==> config.mk <==
export PLATFORM = sky130hd
export DESIGN_NAME = lic_ram
export DESIGN_NICKNAME = d
export VERILOG_FILES = /design/src/hw/rtl/lic_ram.sv
export SDC_FILE = /design/constraint.sdc
export NUM_CORES = 1
export LEC_CHECK = 0
export BUFFER_PORTS_ARGS = -buffer_cell sky130_fd_sc_hd__buf_4
export CORE_MARGIN = 2
export CORE_UTILIZATION = 60
export CTS_CLUSTER_DIAMETER = 150
export CTS_CLUSTER_SIZE = 20
export DETAILED_ROUTE_END_ITERATION = 10
export HOLD_SLACK_MARGIN = 0.08
export PLACE_DENSITY = 0.74
export REMOVE_ABC_BUFFERS = 1
export SYNTH_ARGS = -nofsm -noshare
export SYNTH_HDL_FRONTEND = slang
export SYNTH_SLANG_ARGS = --single-unit
==> constraint.sdc <==
create_clock -name i_clk -period 18.2 [get_ports i_clk]
set_clock_uncertainty 0.05 [all_clocks]
set_input_delay 1.82 -clock i_clk [delete_from_list [all_inputs] [get_ports i_clk]]
set_output_delay 1.82 -clock i_clk [all_outputs]
set_load 0.01 [all_outputs]
==> src/hw/rtl/lic_ram.sv <==
module lic_ram #(
    parameter int WIDTH = 64,
    parameter int DEPTH = 16,
    localparam int AW = (DEPTH > 1) ? $clog2(DEPTH) : 1
) (
    input  logic             i_clk,
    input  logic             i_we,
    input  logic [AW-1:0]    i_waddr,
    input  logic [WIDTH-1:0] i_wdata,
    input  logic [AW-1:0]    i_raddr,
    output logic [WIDTH-1:0] o_rdata
);

    logic [WIDTH-1:0] mem [DEPTH];
    logic [WIDTH-1:0] r_rdata;

    always_ff @(posedge i_clk) begin
        if (i_we) begin
            mem[i_waddr] <= i_wdata;
        end
        r_rdata <= mem[i_raddr];
    end

    assign o_rdata = r_rdata;

endmodule

======== Word level (Yosys, flattened, before mapping) ========
Memory sizes are Yosys's and may differ from the RTL's. A register that Yosys moved wholly into a read port is not among the register bits.
Index checks and enable logic that the tools add are counted.
operators by class
  muxes and demuxes ....................... 2
operators with widths
  operator           number
  two-way mux 1 bit  2
word-level totals
  register bits ........................... 0
  memory bits (writable) .................. 1024
  bits of input ports ..................... 74
  output and inout port bits .............. 64
  logic and storage cells ................. 3
  memories ................................ 1
memory list
  memory  depth  bits a word  rd ports  clocked after memory_dff  write ports  RTL line  text
  mem     16     64           1         1                         1            14        logic [WIDTH-1:0] mem [DEPTH];

======== Logic depth before layout (Yosys ltp) ========
  word-level depth ........................ 2
  mapped depth ............................ 6
  gate-level depth less buffers ........... 3

======== Least setup slack after synthesis ========
OpenSTA, ideal clock, no wires.
  path type ............................... in2reg
  start point ............................. input port i_waddr[2]
  end point ............................... memory mem[0][0] (enable)
  setup time .............................. 0.565 ns
  data arrival time ....................... 6.683 ns
  data required time ...................... 17.585 ns
  path slack .............................. 10.901 ns
  stages on the path ...................... 2
  path buffers ............................ 0
  cells stage by stage .................... or3b_2 nor3_1
RTL lines
  what                RTL line  text
  start: declaration  8         input logic [AW-1:0] i_waddr,
  end: declaration    14
Straight into the memory's write port.

==> flow_summary.json <==
{
  "yosysTopAreaCellShare_pct": 77.69,
  "num_rows": 94,
  "drc": 0,
  "synth.most_common_cell": "edfxtp_1",
  "hpwl_um": 39230,
  "period_minus_slack_ns": 4.643,
  "synthSimpleGateAreaFrac_pct": 0.9420,
  "grt_pass1_wl_um": 119600,
  "viasPerCell": 6.514,
  "power.density_nw_per_um2": 102.4,
  "drive_above_1_share_pct": 27.81,
  "switching_share_pct": 20.37,
  "cp_common_cell": "buf_4",
  "htree_levels": 2,
  "syn_inst": 1647,
  "synth_cell_types": 18,
  "holdPathStages": 3,
  "synth_top_family_by_area": "multiplexers",
  "cts_tree": "done",
  "dr.pass1.iters": 5,
  "wire_per_inst_um": 30.07,
  "power_switching_uw": 905.9,
  "rsz0062_at_grt": "false",
  "drtIter0Drc": 2187,
  "synth_compound_area_share_pct": 2.428,
  "totalNegativeSetupSlack_ns": 0,
  "layout.nets": 1872,
  "io_pins": 138,
  "chipWidth_um": 260.8,
  "synth_area_leaders": "edfxtp_1, mux4_2, dfxtp_1",
  "die-area_um2": 68040,
  "initial_core_util_pct": 60.42,
  "die_h_um": 260.8,
  "synthTopCellsByCount": "edfxtp_1, mux4_2, a22oi_1",
  "areaGrowthSynthToFinish_pct": 9.686,
  "hold_violations": 0,
  "clkSinkCount": 1088,
  "cp_slowest_stage_delay_ns": 0.86,
  "clockBufferDepth": 3,
  "insertion_delay_ns": 0.65,
  "crit_start": "i_raddr[0]",
  "grt_max_degree": 156,
  "coreArea_um2": 65510,
  "yosysTopAreaCell": "edfxtp_1",
  "synth-adder-area-share_pct": 0,
  "antenna_found_initial": 4,
  "fin_crit_sh_pct": 25.51,
  "worstHoldStart": "mem[14][39]$_DFFE_PP_",
  "reg2reg_from": "mem[3][37]$_DFFE_PP_",
  "power_frac_seq_pct": 63.3,
  "vias": 17670,
  "crit_family": "buffers and inverters",
  "fmaxAchievable_ghz": 0.2154,
  "portBuffers": 137,
  "syn_avg_cell_area_um2": 24.03,
  "hold_path_class": "reg -> reg",
  "end_kind": "register",
  "finalSetupViolCount": 0,
  "startpoint_type": "input pin",
  "tritoncts.num_buffers": 60,
  "synth.yosys.warnings": 0,
  "crit_type": "in -> reg",
  "status": "complete, no violations",
  "synth_area_um2": 39580,
  "cts_setup_buffers": 0,
  "cp.required_ns": 18.68,
  "internal_power_mw": 3.542,
  "tightest_slew_ns": 1.185,
  "maxCapViolCount": 0,
  "routed_wirelength_um": 81570,
  "clockRootBuffer": "clkbuf_16",
  "first_global_vias": 18300,
  "clkTransAtPathRegs_ns": 0.08,
  "antenna_left": 0,
  "ys.flop_type": "edfxtp_1",
  "globalRouteOverflowTotal": 0,
  "postCtsResizedCells": 0,
  "fin_util_pct": 66.27,
  "critical_path_depth": 6,
  "cp_num_buf_inv": 3,
  "seq_area_frac_synth_pct": 80.92,
  "synth_edf_count": 1024,
  "p_comb_share_pct": 5.6,
  "synthMuxAreaShare_pct": 14.57,
  "slew_viol_final": 0,
  "p_leak_nw": 13.68,
  "crit_chain": "buf_8, buf_4, buf_4, mux4_2, a22oi_1, nand2_1",
  "clock_power_share_pct": 31.0,
  "async_flop_share_pct": 0,
  "ir_drop_uv": 81.07,
  "synthXorXnorAreaFrac_pct": 0,
  "path_max_fanout": 68,
  "postCtsHoldBufs": 0,
  "ys_ff_latch": 1088,
  "slew_headroom_pct": 20.81,
  "track_usage_pct": 24.50,
  "reg2reg_depth": 3,
  "gp_congestion": 0.7037,
  "cpMaxStageDelayCell": "buf_4",
  "worstPathArrival_ns": 5.12
}
worst paths after layout:
path / endpoint / slack, ns
setup reg to reg: o_rdata[37]$_DFF_P_ / 16.80
setup / recovery: o_rdata[1]$_DFF_P_ / 13.56
hold reg to reg: o_rdata[39]$_DFF_P_ / 0.62
hold / removal: o_rdata[39]$_DFF_P_ / 0.62
worst reg2reg max path, stage by stage, from the launching register on:
cell and delay [ns]:
edfxtp_1 0.37, mux4_2 0.48, a22oi_1 0.23, nand2_1 0.15
power by group through the flow:
stage                     Clock [mW]  Sequential, mW  Combinational (mW)
final                           1.38            2.82               0.251
after global routing            1.49            2.82               0.270
after CTS                       1.41            2.82               0.254
after detailed placement           0            2.87               0.253
after global placement             0            2.87               0.247
after floorplan                    0            2.88               0.107
cells in the final DEF (no fill, tap or decap):
cell type,count
edfxtp_1,1024
mux4_2,256
buf_4,170
a22oi_1,128
nand2_1,65
dfxtp_1,64
clkbuf_16,61
clkbuf_1,48
nor2_4,13
nor3_2,4
nor2b_4,2
nand3b_1,2
nand2b_1,2
inv_6,2
buf_8,2
diode_2,1
and2_4,1
nand3_1,1
or3b_2,1
clkinv_8,1
buf_12,1
stage by stage:
step | setup WS, ns | std cells | hold slack [ns] | total power [mW] | cell area, um^2
3_3_place_gp | 12.85 | 2600 | 0.5933 | 3.117 | 41670
4_1_cts | 13.42 | 2712 | 0.6208 | 4.477 | 43410
5_1_grt | 13.19 | 2713 | 0.6460 | 4.583 | 43420
6_report | 13.56 | 2713 | 0.6190 | 4.448 | 43420
2_1_floorplan | 10.90 | 1563 | 0.5849 | 2.984 | 39130
3_5_place_dp | 12.74 | 2600 | 0.6016 | 3.128 | 41670
cells by family after synthesis:
logic type,Yosys count
compound gates,128
buf+inv,84
simple gates,91
mux,256
flops,1088
state kept, by name, indices dropped and copies added (netlist names):
signal / count
o_rdata: 64
mem: 1024
layer usage:
metal	up-vias	track usage, %	wire (um)
met5	-	0	38
met4	6	5.143	1371
met3	111	4.361	6485
met2	722	39.34	40790
met1	9540	36.27	32880
li1	7294	-	-
cell type report:
cell class                 instances  area [um^2]
multi-input combinational        475         7234
clock inverter                     3        33.78
timing repair buffer             173         1326
antenna                            1        2.502
fill                            4037        22090
sequential                      1088        32030
clock buffer                     109         1707
tap                              864         1081
No activity file was read; power rests on OpenSTA's default activity.
